## config.mk

```make
export PLATFORM = sky130hd
export DESIGN_NAME = ps2_host_transceiver
export DESIGN_NICKNAME = d
export VERILOG_FILES = /design/src/design/ps2h_pkg.sv /design/src/design/ps2h_host_transceiver.sv /design/src/design/ps2h_cfg_regs.sv /design/src/design/ps2h_line_engine.sv
export SDC_FILE = /design/constraint.sdc
export NUM_CORES = 1
export LEC_CHECK = 0
export BUFFER_PORTS_ARGS = -buffer_cell sky130_fd_sc_hd__buf_4
export CAP_MARGIN = 5
export CORE_UTILIZATION = 62
export DETAILED_ROUTE_END_ITERATION = 10
export GPL_ROUTABILITY_DRIVEN = 1
export HOLD_SLACK_MARGIN = 0.08
export PLACE_DENSITY = 0.81
export SETUP_SLACK_MARGIN = 0.05
export SYNTH_ARGS = -nofsm -noshare
export SYNTH_HDL_FRONTEND = slang
export SYNTH_SLANG_ARGS = --single-unit
```

## constraint.sdc

```tcl
create_clock -name clk -period 4.3 [get_ports clk]
set_input_delay 0.86 -clock clk [delete_from_list [all_inputs] [get_ports clk]]
set_output_delay 0.86 -clock clk [all_outputs]
set_load 0.01 [all_outputs]
```

## src/design/ps2h_pkg.sv

```systemverilog
`default_nettype none
package ps2h_pkg;

	// request codes on the func field
	localparam logic [1:0] FUNC_TICK = 2'd0;
	localparam logic [1:0] FUNC_CMD  = 2'd1;
	localparam logic [1:0] FUNC_READ = 2'd2;

	// configuration register indexes
	localparam logic [1:0] CFG_TIMEOUT   = 2'd0;
	localparam logic [1:0] CFG_BIT_SETUP = 2'd1;
	localparam logic [1:0] CFG_INHIBIT   = 2'd2;

	localparam logic [16:0] TIMEOUT_RESET   = 17'd100000;
	localparam logic [9:0]  BIT_SETUP_RESET = 10'd10;
	localparam logic [15:0] INHIBIT_RESET   = 16'd100;

	typedef enum logic [1:0] {
		ST_OK      = 2'd0,
		ST_TIMEOUT = 2'd1,
		ST_PARITY  = 2'd2
	} status_t;

	typedef enum logic [19:0] {
		PH_IDLE      = 20'b0000_0000_0000_0000_0001,
		PH_INHIBIT   = 20'b0000_0000_0000_0000_0010,
		PH_TX_REQ    = 20'b0000_0000_0000_0000_0100,
		PH_TX_SETUP  = 20'b0000_0000_0000_0000_1000,
		PH_TX_HIGH   = 20'b0000_0000_0000_0001_0000,
		PH_TX_LOW    = 20'b0000_0000_0000_0010_0000,
		PH_ACK_DATA  = 20'b0000_0000_0000_0100_0000,
		PH_ACK_CLK   = 20'b0000_0000_0000_1000_0000,
		PH_REL_DATA  = 20'b0000_0000_0001_0000_0000,
		PH_REL_CLK   = 20'b0000_0000_0010_0000_0000,
		PH_RS_DATA   = 20'b0000_0000_0100_0000_0000,
		PH_RS_CLKL   = 20'b0000_0000_1000_0000_0000,
		PH_RS_CLKH   = 20'b0000_0001_0000_0000_0000,
		PH_RS_CLKL2  = 20'b0000_0010_0000_0000_0000,
		PH_RX_HIGH   = 20'b0000_0100_0000_0000_0000,
		PH_RX_LOW    = 20'b0000_1000_0000_0000_0000,
		PH_RP_HIGH   = 20'b0001_0000_0000_0000_0000,
		PH_RP_LOW    = 20'b0010_0000_0000_0000_0000,
		PH_STOP_DATA = 20'b0100_0000_0000_0000_0000,
		PH_STOP_CLK  = 20'b1000_0000_0000_0000_0000
	} phase_t;

	typedef struct packed {
		logic [16:0] timeout_ticks;
		logic [9:0]  bit_setup_ticks;
		logic [15:0] inhibit_ticks;
	} cfg_t;

	typedef struct packed {
		logic       clk_pull_low;
		logic       data_pull_low;
		logic       busy_res;
		logic       done_res;
		logic [7:0] rx_byte;
		logic [1:0] status;
	} result_t;

endpackage
`default_nettype wire

```

## src/design/ps2h_host_transceiver.sv

```systemverilog
// PS/2 host line engine, one request per tick of the line sampling clock while out_stall is low.
// Input channel (in_valid / in_stall): func, cmd_byte and the sampled levels
// of the PS/2 data and clock lines. func 1 sends cmd_byte and receives the
// reply frame, func 2 receives one frame, func 0 only advances the engine.
// Output channel (out_valid / out_stall): one result per request with the line
// drives, busy, done, the received byte and status (ok, timeout, parity).
// Configuration (cfg_valid / cfg_ready, always ready): index 0 timeout ticks,
// 1 bit setup ticks, 2 inhibit ticks; they must be written by the user only
// while the engine is idle; the block itself has no check for it. A request is
// held in the input register, stepped by the engine and offered from the
// result register. Throughput: one request per cycle while out_stall is low;
// the limit is the single engine step between the input and result registers.
// A stalled result is held in the result register; the engine then stops and
// the input register stalls the sender. Request stall follows out_stall
// combinationally only while the input and result registers are both occupied.
// Reset: engine idle, both lines released, registers to their default values,
// input and result registers empty.
`default_nettype none
module ps2_host_transceiver
	import ps2h_pkg::*;
(
	input  wire logic        clk,
	input  wire logic        arst_n,
	input  wire logic        in_valid,
	output logic             in_stall,
	input  wire logic [1:0]  func,
	input  wire logic [7:0]  cmd_byte,
	input  wire logic        clk_line,
	input  wire logic        data_line,
	output logic             out_valid,
	input  wire logic        out_stall,
	output logic             clk_pull_low,
	output logic             data_pull_low,
	output logic             busy_res,
	output logic             done_res,
	output logic [7:0]       rx_byte,
	output logic [1:0]       status,
	input  wire logic        cfg_valid,
	output logic             cfg_ready,
	input  wire logic [1:0]  cfg_index,
	input  wire logic [16:0] cfg_data
);

	cfg_t       cfg;
	result_t    res;
	result_t    res_s2;
	logic       valid_s1, valid_s2;
	logic [1:0] func_s1;
	logic [7:0] cmd_s1;
	logic       clk_line_s1, data_line_s1;
	logic       advance, in_accept;

	assign cfg_ready = 1'b1;

	ps2h_cfg_regs u_cfg (
		.clk       (clk),
		.arst_n    (arst_n),
		.cfg_valid (cfg_valid),
		.cfg_index (cfg_index),
		.cfg_data  (cfg_data),
		.cfg       (cfg)
	);

	// handshake between input register, engine and result register
	assign advance   = valid_s1 && (!valid_s2 || !out_stall);
	assign in_stall  = valid_s1 && !advance;
	assign in_accept = in_valid && !in_stall;

	always_ff @(posedge clk or negedge arst_n) begin
		if (!arst_n) begin
			valid_s1 <= 1'b0;
			valid_s2 <= 1'b0;
		end else begin
			if (in_accept)    valid_s1 <= 1'b1;
			else if (advance) valid_s1 <= 1'b0;
			if (advance)        valid_s2 <= 1'b1;
			else if (!out_stall) valid_s2 <= 1'b0;
		end
	end

	// input register payload
	always_ff @(posedge clk) begin
		if (in_accept) begin
			func_s1      <= func;
			cmd_s1       <= cmd_byte;
			clk_line_s1  <= clk_line;
			data_line_s1 <= data_line;
		end
	end

	ps2h_line_engine u_engine (
		.clk       (clk),
		.arst_n    (arst_n),
		.step_en   (advance),
		.func      (func_s1),
		.cmd_byte  (cmd_s1),
		.clk_line  (clk_line_s1),
		.data_line (data_line_s1),
		.cfg       (cfg),
		.res       (res)
	);

	// result register payload
	always_ff @(posedge clk) begin
		if (advance) res_s2 <= res;
	end

	assign out_valid     = valid_s2;
	assign clk_pull_low  = res_s2.clk_pull_low;
	assign data_pull_low = res_s2.data_pull_low;
	assign busy_res      = res_s2.busy_res;
	assign done_res      = res_s2.done_res;
	assign rx_byte       = res_s2.rx_byte;
	assign status        = res_s2.status;

endmodule
`default_nettype wire

```

## src/design/ps2h_cfg_regs.sv

```systemverilog
`default_nettype none
module ps2h_cfg_regs
	import ps2h_pkg::*;
(
	input  wire logic        clk,
	input  wire logic        arst_n,
	input  wire logic        cfg_valid,
	input  wire logic [1:0]  cfg_index,
	input  wire logic [16:0] cfg_data,
	output cfg_t             cfg
);

	cfg_t cfg_q;

	// register file, writes beyond the list are dropped
	always_ff @(posedge clk or negedge arst_n) begin
		if (!arst_n) begin
			cfg_q.timeout_ticks   <= TIMEOUT_RESET;
			cfg_q.bit_setup_ticks <= BIT_SETUP_RESET;
			cfg_q.inhibit_ticks   <= INHIBIT_RESET;
		end else if (cfg_valid) begin
			case (cfg_index)
				CFG_TIMEOUT:   cfg_q.timeout_ticks   <= cfg_data;
				CFG_BIT_SETUP: cfg_q.bit_setup_ticks <= cfg_data[9:0];
				CFG_INHIBIT:   cfg_q.inhibit_ticks   <= cfg_data[15:0];
				default: ;
			endcase
		end
	end

	assign cfg = cfg_q;

endmodule
`default_nettype wire

```

## src/design/ps2h_line_engine.sv

```systemverilog
`default_nettype none
module ps2h_line_engine
	import ps2h_pkg::*;
(
	input  wire logic       clk,
	input  wire logic       arst_n,
	input  wire logic       step_en,
	input  wire logic [1:0] func,
	input  wire logic [7:0] cmd_byte,
	input  wire logic       clk_line,
	input  wire logic       data_line,
	input  wire cfg_t       cfg,
	output result_t         res
);

	phase_t      phase_q, phase_n;
	logic [3:0]  bit_count_q, bit_count_n;
	logic [7:0]  shift_q, shift_n;
	logic        parity_q, parity_n;
	logic [16:0] wait_q, wait_n;
	logic [15:0] delay_q, delay_n;
	logic        with_cmd_q, with_cmd_n;
	logic [1:0]  drive_q, drive_n;

	logic        wait_act, met, timed_out, done;
	status_t     status;
	logic [7:0]  rxb;
	logic [16:0] wait_inc;
	logic [15:0] delay_inc;
	logic [3:0]  bit_inc;
	logic        parity_upd, next_bit;

	// one tick of the line engine
	always_comb begin
		phase_n     = phase_q;
		bit_count_n = bit_count_q;
		shift_n     = shift_q;
		parity_n    = parity_q;
		wait_n      = wait_q;
		delay_n     = delay_q;
		with_cmd_n  = with_cmd_q;
		drive_n     = drive_q;
		wait_act    = 1'b0;
		met         = 1'b0;
		timed_out   = 1'b0;
		done        = 1'b0;
		status      = ST_OK;
		rxb         = 8'd0;
		wait_inc    = wait_q + 17'd1;
		delay_inc   = delay_q + 16'd1;
		bit_inc     = bit_count_q + 4'd1;
		parity_upd  = bit_count_q[3] ? parity_q : (parity_q ^ shift_q[bit_count_q[2:0]]);
		next_bit    = bit_inc[3] ? parity_upd : shift_q[bit_inc[2:0]];

		case (phase_q)
			PH_IDLE: begin
				if (func == FUNC_CMD) begin
					with_cmd_n = 1'b1;
					shift_n    = cmd_byte;
					wait_n     = 17'd0;
					delay_n    = 16'd0;
					drive_n    = 2'b01;
					phase_n    = PH_INHIBIT;
				end else if (func == FUNC_READ) begin
					with_cmd_n  = 1'b0;
					shift_n     = 8'd0;
					bit_count_n = 4'd0;
					parity_n    = 1'b1;
					wait_n      = 17'd0;
					phase_n     = PH_RS_DATA;
				end
			end
			PH_INHIBIT: begin
				delay_n = delay_inc;
				if (delay_inc >= cfg.inhibit_ticks) begin
					drive_n = 2'b10;
					wait_n  = 17'd0;
					phase_n = PH_TX_REQ;
				end
			end
			PH_TX_REQ: begin
				wait_act = 1'b1;
				met      = !clk_line;
				if (met) begin
					bit_count_n = 4'd0;
					parity_n    = 1'b1;
					drive_n[1]  = !shift_q[0];
					delay_n     = 16'd0;
					phase_n     = PH_TX_SETUP;
				end
			end
			PH_TX_SETUP: begin
				delay_n = delay_inc;
				if (delay_inc >= {6'd0, cfg.bit_setup_ticks}) begin
					wait_n  = 17'd0;
					phase_n = PH_TX_HIGH;
				end
			end
			PH_TX_HIGH: begin
				wait_act = 1'b1;
				met      = clk_line;
				if (met) phase_n = PH_TX_LOW;
			end
			PH_TX_LOW: begin
				wait_act = 1'b1;
				met      = !clk_line;
				if (met) begin
					parity_n    = parity_upd;
					bit_count_n = bit_inc;
					if (bit_inc <= 4'd8) begin
						drive_n[1] = !next_bit;
						delay_n    = 16'd0;
						phase_n    = PH_TX_SETUP;
					end else begin
						drive_n[1] = 1'b0;
						phase_n    = PH_ACK_DATA;
					end
				end
			end
			PH_ACK_DATA: begin
				wait_act = 1'b1;
				met      = !data_line;
				if (met) phase_n = PH_ACK_CLK;
			end
			PH_ACK_CLK: begin
				wait_act = 1'b1;
				met      = !clk_line;
				if (met) phase_n = PH_REL_DATA;
			end
			PH_REL_DATA: begin
				wait_act = 1'b1;
				met      = data_line;
				if (met) phase_n = PH_REL_CLK;
			end
			PH_REL_CLK: begin
				wait_act = 1'b1;
				met      = clk_line;
				if (met) begin
					shift_n     = 8'd0;
					bit_count_n = 4'd0;
					parity_n    = 1'b1;
					phase_n     = PH_RS_DATA;
				end
			end
			PH_RS_DATA: begin
				wait_act = 1'b1;
				met      = !data_line;
				if (met) phase_n = PH_RS_CLKL;
			end
			PH_RS_CLKL: begin
				wait_act = 1'b1;
				met      = !clk_line;
				if (met) phase_n = PH_RS_CLKH;
			end
			PH_RS_CLKH: begin
				wait_act = 1'b1;
				met      = clk_line;
				if (met) phase_n = PH_RS_CLKL2;
			end
			PH_RS_CLKL2: begin
				wait_act = 1'b1;
				met      = !clk_line;
				if (met) phase_n = PH_RX_HIGH;
			end
			PH_RX_HIGH: begin
				wait_act = 1'b1;
				met      = clk_line;
				if (met) begin
					if (data_line) begin
						shift_n[bit_count_q[2:0]] = 1'b1;
						parity_n = !parity_q;
					end
					phase_n = PH_RX_LOW;
				end
			end
			PH_RX_LOW: begin
				wait_act = 1'b1;
				met      = !clk_line;
				if (met) begin
					bit_count_n = bit_inc;
					phase_n     = (bit_inc >= 4'd8) ? PH_RP_HIGH : PH_RX_HIGH;
				end
			end
			PH_RP_HIGH: begin
				wait_act = 1'b1;
				met      = clk_line;
				if (met) begin
					if (data_line != parity_q) begin
						done   = 1'b1;
						status = ST_PARITY;
					end else begin
						phase_n = PH_RP_LOW;
					end
				end
			end
			PH_RP_LOW: begin
				wait_act = 1'b1;
				met      = !clk_line;
				if (met) phase_n = PH_STOP_DATA;
			end
			PH_STOP_DATA: begin
				wait_act = 1'b1;
				met      = data_line;
				if (met) phase_n = PH_STOP_CLK;
			end
			PH_STOP_CLK: begin
				wait_act = 1'b1;
				met      = clk_line;
				if (met) begin
					done   = 1'b1;
					status = ST_OK;
					rxb    = shift_q;
				end
			end
			default: begin
				phase_n = PH_IDLE;
				drive_n = 2'b00;
			end
		endcase

		// shared wait counter and timeout check
		if (wait_act) begin
			if (met) begin
				wait_n = 17'd0;
			end else begin
				wait_n = wait_inc;
				if (wait_inc >= cfg.timeout_ticks) timed_out = 1'b1;
			end
		end

		if (timed_out) begin
			done   = 1'b1;
			status = ST_TIMEOUT;
		end

		// end of transfer, release everything
		if (done) begin
			phase_n    = PH_IDLE;
			drive_n    = 2'b00;
			wait_n     = 17'd0;
			delay_n    = 16'd0;
			with_cmd_n = 1'b0;
		end
	end

	// engine state
	always_ff @(posedge clk or negedge arst_n) begin
		if (!arst_n) begin
			phase_q     <= PH_IDLE;
			bit_count_q <= 4'd0;
			shift_q     <= 8'd0;
			parity_q    <= 1'b1;
			wait_q      <= 17'd0;
			delay_q     <= 16'd0;
			with_cmd_q  <= 1'b0;
			drive_q     <= 2'b00;
		end else if (step_en) begin
			phase_q     <= phase_n;
			bit_count_q <= bit_count_n;
			shift_q     <= shift_n;
			parity_q    <= parity_n;
			wait_q      <= wait_n;
			delay_q     <= delay_n;
			with_cmd_q  <= with_cmd_n;
			drive_q     <= drive_n;
		end
	end

	// result of this tick
	always_comb begin
		res.clk_pull_low  = drive_n[0];
		res.data_pull_low = drive_n[1];
		res.busy_res      = (phase_n != PH_IDLE) || (with_cmd_n && 1'b0);
		res.done_res      = done;
		res.rx_byte       = rxb;
		res.status        = status;
	end

endmodule
`default_nettype wire
```

==> metrics.md <==
| Metric | Value |
|---|---|
| Sequential fraction of the synthesis area | `between 30% and 40%` |
| Period minus WS final | `4.049 ns` |
| Total of max-cap violations | `0` |
| XOR/XNOR share of the synthesized area | `3.664%` |
| Crit share post-route | `94.16%` |
| Synthesized Nets | `around 1100` |
| Root Driver | `clkbuf_16` |
| Num CTS Buffers | `17` |
| Vias/cell | `6.515` |
| WP buf/inv | `0` |
| Post-placement cell count | `1214` |
| Reg clk slew, reported paths | `0.06 ns` |
| Main synth FF type | `dfrtp_1` |
| Max-Slew Margin vs Limit | `36.80%` |
| Overall power | `between 4 and 5 mW` |
| Fin cells | `~1200` |
| Fin worst setup slack | `0.2511 ns` |
| Global Route Usage Sum | `32.06%` |
| Skew-Pair Late Insertion Delay | `0.43 ns` |
| Lkg Pwr | `about 4.8 nW` |
| Met2 WL | `10800 µm` |
| Largest net degree at the start of global routing | `114` |
| Worst Hold Path Cells | `2` |
| WP data required | `4.62 ns` |
| Antenna viol nets, final | `0` |
| Mapped Area | `9321 µm²` |
| Most frequent cell after synthesis | `dfrtp_1` |
| Worst-path fanout max | `16` |
| Num rows | `44` |
| Synth Warn # | `0` |
| Fin nets | `between 1000 and 1500` |
| R2r worst-path depth | `14` |
| First-pass GRT wire length | `39430 µm` |
| Synth unique cells | `86` |
| Metal-1 WL | `roughly 10000 µm` |
| Design area | `10440 µm²` |
| Final setup violation count | `0` |
| Final Max Slew Viols | `0` |
| Wire per inst | `19.42 µm` |
| Final setup skew | `0.009089 ns` |
| GPL Wtd Cong | `0.9924` |
| CTS tree | `done` |
| Via Count | `8118` |
| CP max stage delay | `0.45 ns` |
| Setup CP Type | `flip-flop to flip-flop` |
| Simple-gate share of the synthesized area | `23.25%` |
| Input/output buffers | `51` |
| Final hold violations | `0` |
| Post-Synth Adder-Cell Area | `a little over 6%` |
| Unrepaired setup endpoints after global routing | `no` |
| Post-place instance area | `9783 µm²` |
| Largest area contributor in the netlist | `dfrtp_1` |
| Yosys reg bits | `139` |
| DIE AREA | `15530 µm²` |
| Met3 wire length | `approximately 2100 µm` |
| Startpoint class of the critical path | `flip-flop` |
| Worst hold-check path type | `flip-flop to flip-flop` |
| Critical-path cell list | `ha_2, nand4_1, or2_2, or3_1, xnor2_1, ha_1, nand3_1, a21boi_0, o2111ai_1, a211oi_1, a2bb2oi_2, nand4_4, a31o_4, a32o_1` |
| Synth async-reset ratio | `81.29%` |
| I/O Pins | `53` |
| Fin Hold WS | `0.4718 ns` |
| CP startpoint | `u_engine.wait_q[0]` |
| Post-Route WL | `24190 µm` |
| Clk sink count | `139` |
| Starting density of the core | `around 64%` |
| Outcome | `finished, final reports clean` |
| DRC violations left | `0` |
| CP Data Arrival Time | `between 4 and 5 ns` |
| H-tree depth | `4` |
| Post-synthesis mux area share | `under 10%` |
| Overflow after GRT | `0` |
| Max layer used | `met4` |
| Hold_sp | `u_engine.drive_q[1]` |
| Levels on crit path | `14` |
| Area grow syn2layout | `12.03%` |
| Ant diodes | `0` |
| Critical Path End Type | `flip-flop` |
| DIE WIDTH | `124.6 µm` |
| Clock Tree Buf Depth | `2` |
| Top cell type's share of synthesized area | `26.85%` |
| Top post-synthesis cells by count | `100 x dfrtp_1, 95 x nand2_1, 73 x a21oi_1, 69 x nor2_1` |
| Post-DP HPWL | `17390 µm` |
| Fmax achieved | `around 250 MHz` |
| Share of layout cells above drive strength 1 | `16.48%` |
| Final Core Density | `71.58%` |
| PD cells | `452.7 nW/µm²` |
| Post-synth EDFFs | `26` |
| Worst reg2reg path startpoint | `u_engine.wait_q[0]` |
| DP Worst Slack | `between 0.15 and 0.2 ns` |
| Worst setup path endpoint | `u_engine.delay_q[6]` |
| Largest cells by area after synthesis | `dfrtp_1 27%, edfxtp_1 8.4%, ha_1 6.0%` |
| Cts hold-fix bufs | `0` |
| CP max stage cell | `or3_1` |
| Setup TNS | `0 ns` |
| Initial DRC Count | `roughly 850` |
| Worst slew pin tran | `between 0.9 and 1 ns` |
| Setup slack, reg-to-reg | `0.25 ns` |
| Post-Syn Instances | `1023` |
| Compound-Gate Fraction of Synth Area | `between 15 and 20%` |
| Pre-antenna DRT Iters | `5` |
| Antenna violations before repair | `0` |
| Die height | `124.6 µm` |
| Core Box Area | `14590 µm²` |
| Critical R2R Capture | `u_engine.delay_q[6]` |
| Delay-heaviest family, CP | `compound AO/OA/AOI/OAI gates` |
| Post-Syn Area per Cell | `9.112 µm²` |
| VDD IR max | `496.9 µV` |
| Vias in the first global route | `7759` |
| Largest family of logic cells by synthesized area | `simple AND/OR/NAND/NOR gates` |
==> kinds of logic after synthesis <==
kind of cell	after synthesis
AND/OR/NAND/NOR	389
other	1
multiplexers	38
AO/OA/AOI/OAI	252
adder cells (fa/ha/maj)	45
XOR/XNOR	39
flip-flops	139
buffers and inverters	120
==> cell usage in the layout, fill, tap and decap left out, drive strengths merged, types with 16 or more instances in the layout <==
master,netlist,final
inv,57,61
o21ai,59,59
a21oi,73,73
nor3,35,35
clkbuf,31,17
xor2,17,17
nor2,70,70
nand2,95,95
nand4,21,21
xnor2,22,22
edfxtp,26,26
mux2,34,34
ha,45,45
and3,20,20
nor4,16,16
dfrtp,100,100
buf,31,69
nand3,36,36
==> flip-flops by register name (all words and copies together) (netlist names) <==
signal,count
u_cfg.cfg,43
u_engine.phase_q,20
u_engine.wait_q,17
u_engine.delay_q,16
cmd_s1,8
rx_byte,8
u_engine.shift_q,8
u_engine.bit_count_q,4
func_s1,2
status,2
u_engine.drive_q,2
busy_res,1
clk_line_s1,1
clk_pull_low,1
data_line_s1,1
data_pull_low,1
done_res,1
out_valid,1
u_engine.parity_q,1
valid_s1,1
==> power by group <==
part,internal [mW],total [mW],switching [mW]
Combinational,0.550,1.41,0.864
Sequential,1.53,1.71,0.176
Clock,0.983,1.60,0.620
Total,3.07,4.73,1.66
==> worst min-delay path by stage <==
stage                           to  slack (ns)
3_3_place_gp   u_engine.drive_q[1]        0.46
6_report       u_engine.drive_q[1]        0.47
5_1_grt              u_cfg.cfg[18]        0.52
2_1_floorplan  u_engine.drive_q[1]        0.44
4_1_cts        u_engine.drive_q[1]        0.47
3_5_place_dp   u_engine.drive_q[1]        0.46
==> routing by layer <==
metal  up-vias  track usage, %
met5         -               0
met4         0           12.19
met2       388           48.52
met3        72           7.689
met1      3845           44.52
li1       3813               -
==> final cells by class <==
type / count / area, µm²
flip-flops and latches: 139 / 3626
clock buffers: 17 / 425.4
clock inverters: 15 / 212.7
well taps: 184 / 230.2
multi-input cells: 764 / 5200
inverters: 58 / 217.7
repair buffers: 69 / 530.5
fillers: 1060 / 4146
==> what timing repair did <==
| item | CTS | global route |
|---|---|---|
| setup buffers | 0 | 0 |
| gates resized for setup | 0 | 5 |
| setup endpoints to repair | 0 | 32 |
| endpoints found under the hold margin | 0 | 0 |
==> tightest hold or removal path, delay by kind of cell, from the launching register on <==
family,cells,cell delay (ns)
DFF,1,0.33
and+or+nand+nor,1,0.05
AOI/OAI and AO/OA,1,0.05
Power figures use the tool's default switching activity.
